### src/design/rc5_pkg.sv
`timescale 1ns / 1ps
// Shared types and constants for the RC5 IR sample decoder.
// No dependencies; every other design file uses it (rc5_ifs by scoped name).
package rc5_pkg;

    localparam int unsigned CODE_W   = 16;
    localparam int unsigned TIMER_W  = 8;
    localparam int unsigned COUNT_W  = 8;
    localparam int unsigned PKT_W    = 5;
    localparam int unsigned CFG_DW   = 8;
    localparam int unsigned CFG_IW   = 3;

    localparam logic [TIMER_W-1:0] TIMER_MAX = 8'd255;

    // Register reset values
    localparam logic [7:0]       MIN_GAP_RST     = 8'd3;
    localparam logic [7:0]       EARLY_LIMIT_RST = 8'd6;
    localparam logic [7:0]       LATE_LIMIT_RST  = 8'd10;
    localparam logic [7:0]       PAUSE_LIMIT_RST = 8'd250;
    localparam logic [PKT_W-1:0] PACKET_BITS_RST = 5'd14;

    // Operation codes
    localparam logic OP_TICK = 1'b0;
    localparam logic OP_READ = 1'b1;

    typedef enum logic [CFG_IW-1:0] {
        REG_ENABLE      = 3'd0,
        REG_MIN_GAP     = 3'd1,
        REG_EARLY_LIMIT = 3'd2,
        REG_LATE_LIMIT  = 3'd3,
        REG_PAUSE_LIMIT = 3'd4,
        REG_PACKET_BITS = 3'd5
    } reg_idx_t;

    typedef struct packed {
        logic             enable;
        logic [7:0]       min_gap;
        logic [7:0]       early_limit;
        logic [7:0]       late_limit;
        logic [7:0]       pause_limit;
        logic [PKT_W-1:0] packet_bits;
    } cfg_t;

    typedef struct packed {
        logic               last_level;
        logic [TIMER_W-1:0] bit_timer;
        logic [CODE_W-1:0]  shift_word;
        logic [COUNT_W-1:0] bit_count;
        logic [CODE_W-1:0]  latched_code;
    } dec_state_t;

endpackage

### src/design/rc5_ifs.sv
`timescale 1ns / 1ps
// Valid/ready channel interfaces: command beats in, result beats out.
// Depends on rc5_pkg for payload widths.
interface rc5_cmd_if;
    logic valid;
    logic ready;
    logic operation;
    logic sample_strobe;
    logic ir_pin;

    modport source (output valid, output operation, output sample_strobe,
                    output ir_pin, input ready);
    modport sink   (input valid, input operation, input sample_strobe,
                    input ir_pin, output ready);
endinterface

interface rc5_result_if;
    logic                      valid;
    logic                      ready;
    logic [rc5_pkg::CODE_W-1:0] code;
    logic                      code_ready;

    modport source (output valid, output code, output code_ready, input ready);
    modport sink   (input valid, input code, input code_ready, output ready);
endinterface

### src/design/rc5_cfg_regs.sv
`timescale 1ns / 1ps
// Configuration register file, write-only, indexed writes.
// Depends on rc5_pkg.
module rc5_cfg_regs (
    input  logic                        clk,
    input  logic                        rst_n,
    input  logic                        cfg_wr_en,
    input  logic [rc5_pkg::CFG_IW-1:0]  cfg_index,
    input  logic [rc5_pkg::CFG_DW-1:0]  cfg_data,
    output rc5_pkg::cfg_t               cfg
);
    import rc5_pkg::*;

    cfg_t cfg_reg;
    cfg_t cfg_next;

    always_comb
    begin
        cfg_next = cfg_reg;
        if (cfg_wr_en)
        begin
            unique case (cfg_index)
                REG_ENABLE:      cfg_next.enable      = cfg_data[0];
                REG_MIN_GAP:     cfg_next.min_gap     = cfg_data;
                REG_EARLY_LIMIT: cfg_next.early_limit = cfg_data;
                REG_LATE_LIMIT:  cfg_next.late_limit  = cfg_data;
                REG_PAUSE_LIMIT: cfg_next.pause_limit = cfg_data;
                REG_PACKET_BITS: cfg_next.packet_bits = cfg_data[PKT_W-1:0];
                default:         cfg_next = cfg_reg;
            endcase
        end
    end

    always_ff @(posedge clk or negedge rst_n)
    begin
        if (!rst_n)
        begin
            cfg_reg.enable      <= 1'b0;
            cfg_reg.min_gap     <= MIN_GAP_RST;
            cfg_reg.early_limit <= EARLY_LIMIT_RST;
            cfg_reg.late_limit  <= LATE_LIMIT_RST;
            cfg_reg.pause_limit <= PAUSE_LIMIT_RST;
            cfg_reg.packet_bits <= PACKET_BITS_RST;
        end
        else
        begin
            cfg_reg <= cfg_next;
        end
    end

    assign cfg = cfg_reg;

endmodule

### src/design/rc5_step.sv
`timescale 1ns / 1ps
// One-beat decoder update: next state and shown code from current state.
// Purely combinational. Depends on rc5_pkg.
module rc5_step (
    input  rc5_pkg::cfg_t                cfg,
    input  rc5_pkg::dec_state_t          cur,
    input  logic                         operation,
    input  logic                         sample_strobe,
    input  logic                         ir_pin,
    output rc5_pkg::dec_state_t          nxt,
    output logic [rc5_pkg::CODE_W-1:0]   shown,
    output logic                         shown_ready
);
    import rc5_pkg::*;

    logic               level;
    logic [TIMER_W-1:0] timer_inc;

    assign level     = ~ir_pin;
    assign timer_inc = (cur.bit_timer < TIMER_MAX) ? cur.bit_timer + 8'd1 : cur.bit_timer;

    always_comb
    begin
        nxt = cur;
        if (operation == OP_READ)
        begin
            shown            = cur.latched_code;
            nxt.latched_code = '0;
        end
        else
        begin
            if (cfg.enable && sample_strobe)
            begin
                nxt.bit_timer = timer_inc;
                if (cur.last_level != level)
                begin
                    priority if (timer_inc <= cfg.min_gap)
                    begin
                        // edge too soon: drop frame, timer keeps running
                        nxt.bit_count = '0;
                    end
                    else if (cur.bit_count == '0)
                    begin
                        // start bit needs a rising sample after a long pause
                        if (level && (timer_inc > cfg.pause_limit))
                        begin
                            nxt.shift_word = 16'd1;
                            nxt.bit_count  = 8'd1;
                        end
                        else
                        begin
                            nxt.shift_word = '0;
                        end
                        nxt.bit_timer = '0;
                    end
                    else if (timer_inc >= cfg.early_limit)
                    begin
                        if (timer_inc <= cfg.late_limit)
                        begin
                            nxt.shift_word = {cur.shift_word[CODE_W-2:0], level};
                            nxt.bit_count  = cur.bit_count + 8'd1;
                        end
                        else
                        begin
                            nxt.bit_count = '0;
                        end
                        nxt.bit_timer = '0;
                    end
                    else
                    begin
                        // mid-bit edge, ignored
                        nxt.bit_count = cur.bit_count;
                    end
                end
                else if (timer_inc > cfg.late_limit)
                begin
                    if (cur.bit_count == {3'b000, cfg.packet_bits})
                        nxt.latched_code = cur.shift_word;
                    nxt.bit_count = '0;
                end
                nxt.last_level = level;
            end
            shown = nxt.latched_code;
        end
    end

    assign shown_ready = (shown != '0);

endmodule

### src/design/rc5_ir_sample_decoder.sv
`timescale 1ns / 1ps
// Top level of the RC5 IR sample decoder: command register, step logic,
// result register. Depends on rc5_pkg, rc5_ifs, rc5_cfg_regs, rc5_step.
//
//  Channel  | Dir | Handshake     | Payload
//  ---------+-----+---------------+-------------------------------------
//  cmd      | in  | valid/ready   | operation, sample_strobe, ir_pin
//  result   | out | valid/ready   | code[15:0], code_ready
//  cfg      | in  | cfg_wr_en     | cfg_index[2:0], cfg_data[7:0]
//
// Every command beat yields exactly one result beat, via the command
// register and then the result register. Throughput is one beat per
// cycle while the result side does not stall: the decoder state updates in
// the single cycle a beat moves from the command into the result register.
// Reset (rst_n low, async) clears state, empties both registers, and loads
// register defaults. A stalled result holds; the command register keeps
// accepting until it too is full.
module rc5_ir_sample_decoder (
    input  logic                        clk,
    input  logic                        rst_n,
    rc5_cmd_if.sink                     cmd,
    rc5_result_if.source                result,
    input  logic                        cfg_wr_en,
    input  logic [rc5_pkg::CFG_IW-1:0]  cfg_index,
    input  logic [rc5_pkg::CFG_DW-1:0]  cfg_data
);
    import rc5_pkg::*;

    cfg_t cfg;

    // Command register (stage 1)
    logic s1_valid_reg;
    logic s1_operation_reg;
    logic s1_strobe_reg;
    logic s1_pin_reg;

    // Decoder state, updated as a beat enters the result register
    dec_state_t state_reg;
    dec_state_t state_next;

    // Result register (stage 2)
    logic              out_valid_reg;
    logic [CODE_W-1:0] out_code_reg;
    logic              out_code_ready_reg;
    logic [CODE_W-1:0] code_next;
    logic              code_ready_next;

    logic out_free;
    logic s1_move;
    logic cmd_take;

    rc5_cfg_regs u_cfg (
        .clk       (clk),
        .rst_n     (rst_n),
        .cfg_wr_en (cfg_wr_en),
        .cfg_index (cfg_index),
        .cfg_data  (cfg_data),
        .cfg       (cfg)
    );

    rc5_step u_step (
        .cfg           (cfg),
        .cur           (state_reg),
        .operation     (s1_operation_reg),
        .sample_strobe (s1_strobe_reg),
        .ir_pin        (s1_pin_reg),
        .nxt           (state_next),
        .shown         (code_next),
        .shown_ready   (code_ready_next)
    );

    // Result slot frees when empty or being taken this cycle
    assign out_free  = !out_valid_reg || result.ready;
    assign s1_move   = s1_valid_reg && out_free;
    assign cmd.ready = !s1_valid_reg || out_free;
    assign cmd_take  = cmd.valid && cmd.ready;

    always_ff @(posedge clk or negedge rst_n)
    begin
        if (!rst_n)
        begin
            s1_valid_reg  <= 1'b0;
            out_valid_reg <= 1'b0;
            state_reg     <= '0;
        end
        else
        begin
            if (cmd_take)
                s1_valid_reg <= 1'b1;
            else if (s1_move)
                s1_valid_reg <= 1'b0;

            if (s1_move)
                out_valid_reg <= 1'b1;
            else if (result.ready)
                out_valid_reg <= 1'b0;

            if (s1_move)
                state_reg <= state_next;
        end
    end

    // Payload registers, no reset
    always_ff @(posedge clk)
    begin
        if (cmd_take)
        begin
            s1_operation_reg <= cmd.operation;
            s1_strobe_reg    <= cmd.sample_strobe;
            s1_pin_reg       <= cmd.ir_pin;
        end
        if (s1_move)
        begin
            out_code_reg       <= code_next;
            out_code_ready_reg <= code_ready_next;
        end
    end

    assign result.valid      = out_valid_reg;
    assign result.code       = out_code_reg;
    assign result.code_ready = out_code_ready_reg;

endmodule

### src/flat_wrapper.sv
// flat-port wrapper written by rule: the top's interface ports become plain ports
module rc5_ir_sample_decoder_flat import rc5_pkg::*;
  (clk, rst_n, cfg_wr_en, cfg_index, cfg_data, cmd_valid, cmd_operation, cmd_sample_strobe, cmd_ir_pin, cmd_ready, result_valid, result_code, result_code_ready, result_ready);
  rc5_cmd_if cmd_i ();
  rc5_result_if result_i ();
  input  logic clk;
  input  logic rst_n;
  input  logic cfg_wr_en;
  input  logic [rc5_pkg::CFG_IW-1:0] cfg_index;
  input  logic [rc5_pkg::CFG_DW-1:0] cfg_data;
  input wire logic [$bits(cmd_i.valid)-1:0] cmd_valid;
  input wire logic [$bits(cmd_i.operation)-1:0] cmd_operation;
  input wire logic [$bits(cmd_i.sample_strobe)-1:0] cmd_sample_strobe;
  input wire logic [$bits(cmd_i.ir_pin)-1:0] cmd_ir_pin;
  output wire logic [$bits(cmd_i.ready)-1:0] cmd_ready;
  output wire logic [$bits(result_i.valid)-1:0] result_valid;
  output wire logic [$bits(result_i.code)-1:0] result_code;
  output wire logic [$bits(result_i.code_ready)-1:0] result_code_ready;
  input wire logic [$bits(result_i.ready)-1:0] result_ready;
  assign cmd_i.valid = cmd_valid;
  assign cmd_i.operation = cmd_operation;
  assign cmd_i.sample_strobe = cmd_sample_strobe;
  assign cmd_i.ir_pin = cmd_ir_pin;
  assign cmd_ready = cmd_i.ready;
  assign result_valid = result_i.valid;
  assign result_code = result_i.code;
  assign result_code_ready = result_i.code_ready;
  assign result_i.ready = result_ready;
  rc5_ir_sample_decoder u_core (.clk(clk), .rst_n(rst_n), .cmd(cmd_i), .result(result_i), .cfg_wr_en(cfg_wr_en), .cfg_index(cfg_index), .cfg_data(cfg_data));
endmodule
### config.mk
export PLATFORM = sky130hd
export DESIGN_NAME = rc5_ir_sample_decoder_flat
export DESIGN_NICKNAME = d
export VERILOG_FILES = /design/src/design/rc5_pkg.sv /design/src/design/rc5_ifs.sv /design/src/design/rc5_cfg_regs.sv /design/src/design/rc5_step.sv /design/src/design/rc5_ir_sample_decoder.sv /design/src/flat_wrapper.sv
export SDC_FILE = /design/constraint.sdc
export NUM_CORES = 1
export LEC_CHECK = 0
export BUFFER_PORTS_ARGS = -buffer_cell sky130_fd_sc_hd__buf_2
export CORE_AREA = 8 8 158 160
export CTS_CLUSTER_SIZE = 8
export DETAILED_ROUTE_END_ITERATION = 8
export DIE_AREA = 0 0 166 168
export PLACE_DENSITY_LB_ADDON = 0.1
export SLEW_MARGIN = 20
export SYNTH_ARGS = -nofsm -noshare
export SYNTH_HDL_FRONTEND = slang
export SYNTH_HIERARCHICAL = 1
export SYNTH_SLANG_ARGS = --single-unit
export TNS_END_PERCENT = 10
### constraint.sdc
create_clock -name clk -period 6.3 [get_ports clk]
set_input_delay 0.315 -clock clk [delete_from_list [all_inputs] [get_ports clk]]
set_output_delay 0.315 -clock clk [all_outputs]
set_load 0.03 [all_outputs]
* Word level (Yosys, flattened, before mapping)
Index checks and enable logic that the tools add are counted.
Operators by class: $add $sub $neg 2, $mul 0, div/mod/pow operators 0, order comparisons 6, equal/unequal tests 9, shift-type cells 0, mux-type cells 22, bitwise gates (word level) 3, reduce and logical (&&, ||, !) cells 25
Operators by type and width (number):
- $mux W16 | 6
- $mux W24 | 4
- $mux W8 | 6
- $mux W32 | 1
- $add A8 B1 Y8 const B | 2
- $gt A8 B8 Y1 | 2
- $le A8 B8 Y1 | 2
- $reduce_bool A16 Y1 | 1
- $reduce_and A2 Y1 | 6
- $reduce_bool A2 Y1 | 5
- $eq A8 B5 Y1 | 1
- $ge A8 B8 Y1 | 1
- $logic_not A8 Y1 | 1
- $lt A8 B8 Y1 const B | 1
- $reduce_and A7 Y1 | 1
- $eq A3 B2 Y1 const B | 2
- $eq A3 B3 Y1 const B | 2
- $reduce_and A6 Y1 | 1
- $mux W1 | 5
- $logic_and A1 B1 Y1 | 4
- $ne A4 B1 Y1 const B | 1
- $ne A4 B3 Y1 const B | 1
- $eq A3 B1 Y1 const B | 1
- $logic_not A3 Y1 | 1
- 5 further kinds | 9
Word-level totals: register bits after elaboration 109, bits in latches 0, bits in writable memories 0, memory bits (read-only) 0, input bits 19, logic and storage cells 85, memories 0

* Logic depth before layout (Yosys ltp)
word-level depth 8, gate-level depth with buffers 15, gate-level depth less buffers 14

* Cells and area by module
Netlist, hierarchy kept.
Modules (own cells, without submodules):
- rc5_ir_sample_decoder | times used 1, cells each 132, area each 2723.9 um^2, sequential area each 1876.8 um^2
- rc5_step | times used 1, cells each 340, area each 2374.8 um^2, sequential area each 0.0 um^2
- rc5_cfg_regs | times used 1, cells each 85, area each 1531.5 um^2, sequential area each 969.7 um^2

* Worst setup path after synthesis
Ideal clock, no wire load.
kind register to register, from register u_core/state_reg[40] in the netlist's numbering, to register u_core/state_reg[24] in the netlist's numbering, data arrival time 3540 ps, required time 6175 ps, setup slack 2635 ps, cell stages (with the launch flop) 15, buffers on the path 1, clock period less this slack 3665 ps, path through dfrtp_1 -> ha_1 -> nand3_1 -> or2_2 -> o21ai_0 -> ha_1 -> a21o_1 -> a21o_1 -> a221o_1 -> o21a_1 -> clkbuf_1 -> nor2_1 -> o21ai_1 -> a22o_1 -> mux2_4
Between the ends: cells in the longest elaborated chain, start to end 6
Ends and longest elaborated chain:
- start, declared | RTL line rc5_ir_sample_decoder.sv:38 | dec_state_t state_reg;
- start signal, assigned | RTL line rc5_ir_sample_decoder.sv:99 | state_reg <= state_next;
- $add A8 B1 Y8 or $lt A8 B8 Y1 (tied branches) | RTL line rc5_step.sv:20 | assign timer_inc = (cur.bit_timer < TIMER_MAX) ? cur.bit_timer + 8'd1 : cur.bit_timer;
- $mux W8 * | RTL line rc5_step.sv:20
- $gt A8 B8 Y1 | RTL line rc5_step.sv:45 | if (level && (timer_inc > cfg.pause_limit))
- $logic_and A1 B1 Y1 | RTL line rc5_step.sv:45
- $mux W1 | RTL line rc5_step.sv:45
- $mux W32 | RTL line rc5_step.sv:42 | else if (cur.bit_count == '0)
Mark *: on every way between the ends. The rest lies on a longest branch, timed or not. A chain may end at the register's enable or synchronous reset.

* Worst setup path in the final report
from register u_core/state_reg[40] in the netlist's numbering, to register u_core/state_reg[31] in the netlist's numbering
Between the ends: cells in the longest elaborated chain, start to end 5
Ends and longest elaborated chain:
- $add A8 B1 Y8 or $lt A8 B8 Y1 (tied branches) | RTL line rc5_step.sv:20
- $mux W8 * | RTL line rc5_step.sv:20
- $le A8 B8 Y1, or another cell as far along | RTL line rc5_step.sv:58 | if (timer_inc <= cfg.late_limit)
- $reduce_bool A2 Y1 (no line) or $not A1 Y1 (tied branches)
- $reduce_and A7 Y1 (no line) *
Marked as above.

==> impl_metrics.yaml <==
yosys:
  synth_edf_count: 20
  ys_ff_latch: 109
  synth_most_common_cell: "dfrtp_1"
  synth_top_area_cell: "dfrtp_1"
  synth_top_area_share_pct: 27.9
  ys_seq_area_share_pct: 42.9
  ys_warn_count: 6
  synthCells: 557
  synth_cell_types: 60
  synth_flop_cell: "dfrtp_1"
  syn_area_per_cell_um2: 11.9
  syn-num-nets: 607
  yosys-top-cells-count: "dfrtp_1, mux2_4, mux2_2, inv_1, nor2_1"
  syn-cell-area_um2: 6630
  yosys-top-cells-area: "dfrtp_1, mux2_4, edfxtp_1, mux2_2, dfstp_2"
  async_reset_ff_share_pct: 81.7
floorplanning:
  start_util_pct: 29.6
  die_x_um: 166
  design.die.area_um2: 27900
  core_um2: 22400
  rows: 55
  io_pins: 38
  die_h_um: 168
worst_hold_path:
  min_path_cells: 1
  holdPathEnd: "u_core/s1_strobe_reg$_DFFE_PP_"
  hp-start: "cmd_sample_strobe"
  hp-class: "in2reg"
routing:
  first_iter_violations: 100
  drt_wl_total_um: 15800
  ant_nets: 0
  wl_per_cell_um: 17.9
  detail_route.vias_per_cell: 4.95
  drc: 0
  drt_pass1_iterations: 4
  vias: 4377
power_and_ir_drop:
  p_leak_uw: 0.00361
  peakVddDrop_mv: 0.129
  finalPower_uw: 1920
  p_per_area_nw_per_um2: 259
placement:
  dpl_worst_slack_ns: 1.86
  post-dp-hpwl_um: 11200
  io_buffers: 37
  gp_congestion: 0.788
timing:
  relSlewSlack_pct: 36.7
  fin_crit_ns: 4.42
  post-route-period-util_pct: 70.1
  worst_slack_ns: 1.88
  hold_viol_final: 0
  setup-tns-final_ns: 0
  setup_viol: 0
  slew_viol_final: 0
  fin_skew_ns: 0.0143
  whs_ns: 0.124
  tightest_slew_ns: 0.949
  grt_setup_unrepaired: "no"
  clock.fmax_mhz: 226
layout:
  drive_above_1_share_pct: 31.1
  antennaDiodeCount: 0
  nNetsFinal: 644
  fin_util_pct: 33.1
  area_growth_pct: 11.5
  fillers: 2242
  largest_reg_flops: 49
cts:
  cts_root_buffer: "clkbuf_16"
  clkLatencyLatePin_ns: 0.37
  cts_buffer_depth: 2
  numCtsBuffers: 9
  postCtsResizedCells: 0
  cts_tree: "done"
  cts.sinks: 109
  cts_htree_levels: 3
  clk_pin_slew_ns: 0.08
setup_path:
  end_kind: "flip-flop"
  start_kind: "flip-flop"
  cp.depth: 13
  cp_data_arrival_time_ns: 4.67
  path_delay_family: "compound AO/OA/AOI/OAI gates"
  cp_slowest_cell: "a211oi_4"
  path_class: "reg2reg"
  ff2ff_path_depth: 13
  rr_endpoint: "u_core/state_reg[31]$_DFFE_PN0P_"
  critPathBufInv: 0
  crit_path_max_fanout: 14
  r2r-start: "u_core/state_reg[40]$_DFFE_PN0P_"
  regToRegSetupSlack_ns: 1.88
  worstPathRequired_ns: 6.55
  cpPeakStageDelay_ns: 0.82
  cp_cell_sequence: "ha_1 -> nand3_1 -> or2_2 -> o21ai_0 -> ha_1 -> a21o_1 -> a21o_1 -> a221o_1 -> o21a_1 -> a211oi_4 -> mux2i_1 -> nor2_1 -> mux2_4"
outcome:
  status: "completed"
global_routing:
  grt.total_usage_pct: 11.5
  grt_overflow: 0
  first_global_vias: 4587
  grt_pass1_wl_um: 25800
  grt_max_degree: 78
  antenna_found_initial: 0
job:
  maxCapViolCount: 0
-- where the power goes --
group	total [uW]	switching [uW]	internal, uW
Sequential	870	61.0	809
Combinational	454	248	206
Clock	593	309	284
-- layout by cell type, fill, tap and decap left out, drive strengths merged, types with 13 or more instances in the layout --
| cell | instances |
|---|---|
| mux2i | 30 |
| dfrtp | 74 |
| inv | 41 |
| dfstp | 15 |
| nand2 | 31 |
| nor2 | 37 |
| a21o | 13 |
| edfxtp | 20 |
| ha | 31 |
| o21ai | 23 |
| mux2 | 105 |
| buf | 42 |
-- final cells by class --
type	instances	area, um^2	share of cell area (%)
Timing Repair Buffer	43	236	3.20
Clock inverter	7	78.8	1.07
Multi-Input combinational cell	394	3510	47.5
Sequential cell	109	2850	38.5
Inverter	37	139	1.88
Tap cell	285	357	4.82
Clock buffer	9	225	3.05
-- layer usage --
layer	routed length, um	global-route usage, %	share of wire [%]
met4	307	3.87	1.9
met1	7900	14.9	50
met5	0	0	0
met2	7150	18.7	45
met3	476	2.74	3.0
-- through the flow --
stage,std cells,area [um^2]
floorplan,557,6630
global placement,866,7070
detailed placement,867,7080
CTS,884,7390
global route,884,7390
finish,884,7390
-- worst max path at each step --
stage	startpoint	endpoint	slack, ns
floorplan	u_core/state_reg[40]$_DFFE_PN0P_	u_core/state_reg[24]$_DFFE_PN0P_	2.64
finish	u_core/state_reg[40]$_DFFE_PN0P_	u_core/state_reg[31]$_DFFE_PN0P_	1.88
detailed placement	u_core/state_reg[40]$_DFFE_PN0P_	u_core/state_reg[39]$_DFFE_PN0P_	1.86
global placement	u_core/state_reg[40]$_DFFE_PN0P_	u_core/state_reg[39]$_DFFE_PN0P_	1.98
global route	u_core/state_reg[40]$_DFFE_PN0P_	u_core/state_reg[39]$_DFFE_PN0P_	1.57
CTS	u_core/state_reg[40]$_DFFE_PN0P_	u_core/state_reg[39]$_DFFE_PN0P_	1.84
-- what timing repair did --
item,4_1_cts,5_1_grt
setup buffers,0,0
hold buffers,1,0
endpoints found under the hold margin,12,0
-- cells by family (layout without fill, tap and decap cells) --
group | count (synthesis) | count (layout) | share of synthesized area (%)
compound gates | 85 | 85 | 8.98
xor+xnor | 9 | 9 | 1.40
fa+ha+maj | 31 | 31 | 5.85
buf+inv | 54 | 96 | 4.11
flops | 109 | 109 | 42.9
mux | 135 | 135 | 25.6
simple gates | 134 | 134 | 11.1
-- worst reg2reg max path, cell delays in order, from the launching register on --
cell,delay (ns)
dfrtp_1,0.50
ha_1,0.25
nand3_1,0.16
or2_2,0.37
o21ai_0,0.25
ha_1,0.36
a21o_1,0.18
a21o_1,0.17
a221o_1,0.35
o21a_1,0.27
a211oi_4,0.82
mux2i_1,0.28
nor2_1,0.06
mux2_4,0.29
No activity file was read; power rests on OpenSTA's default activity.
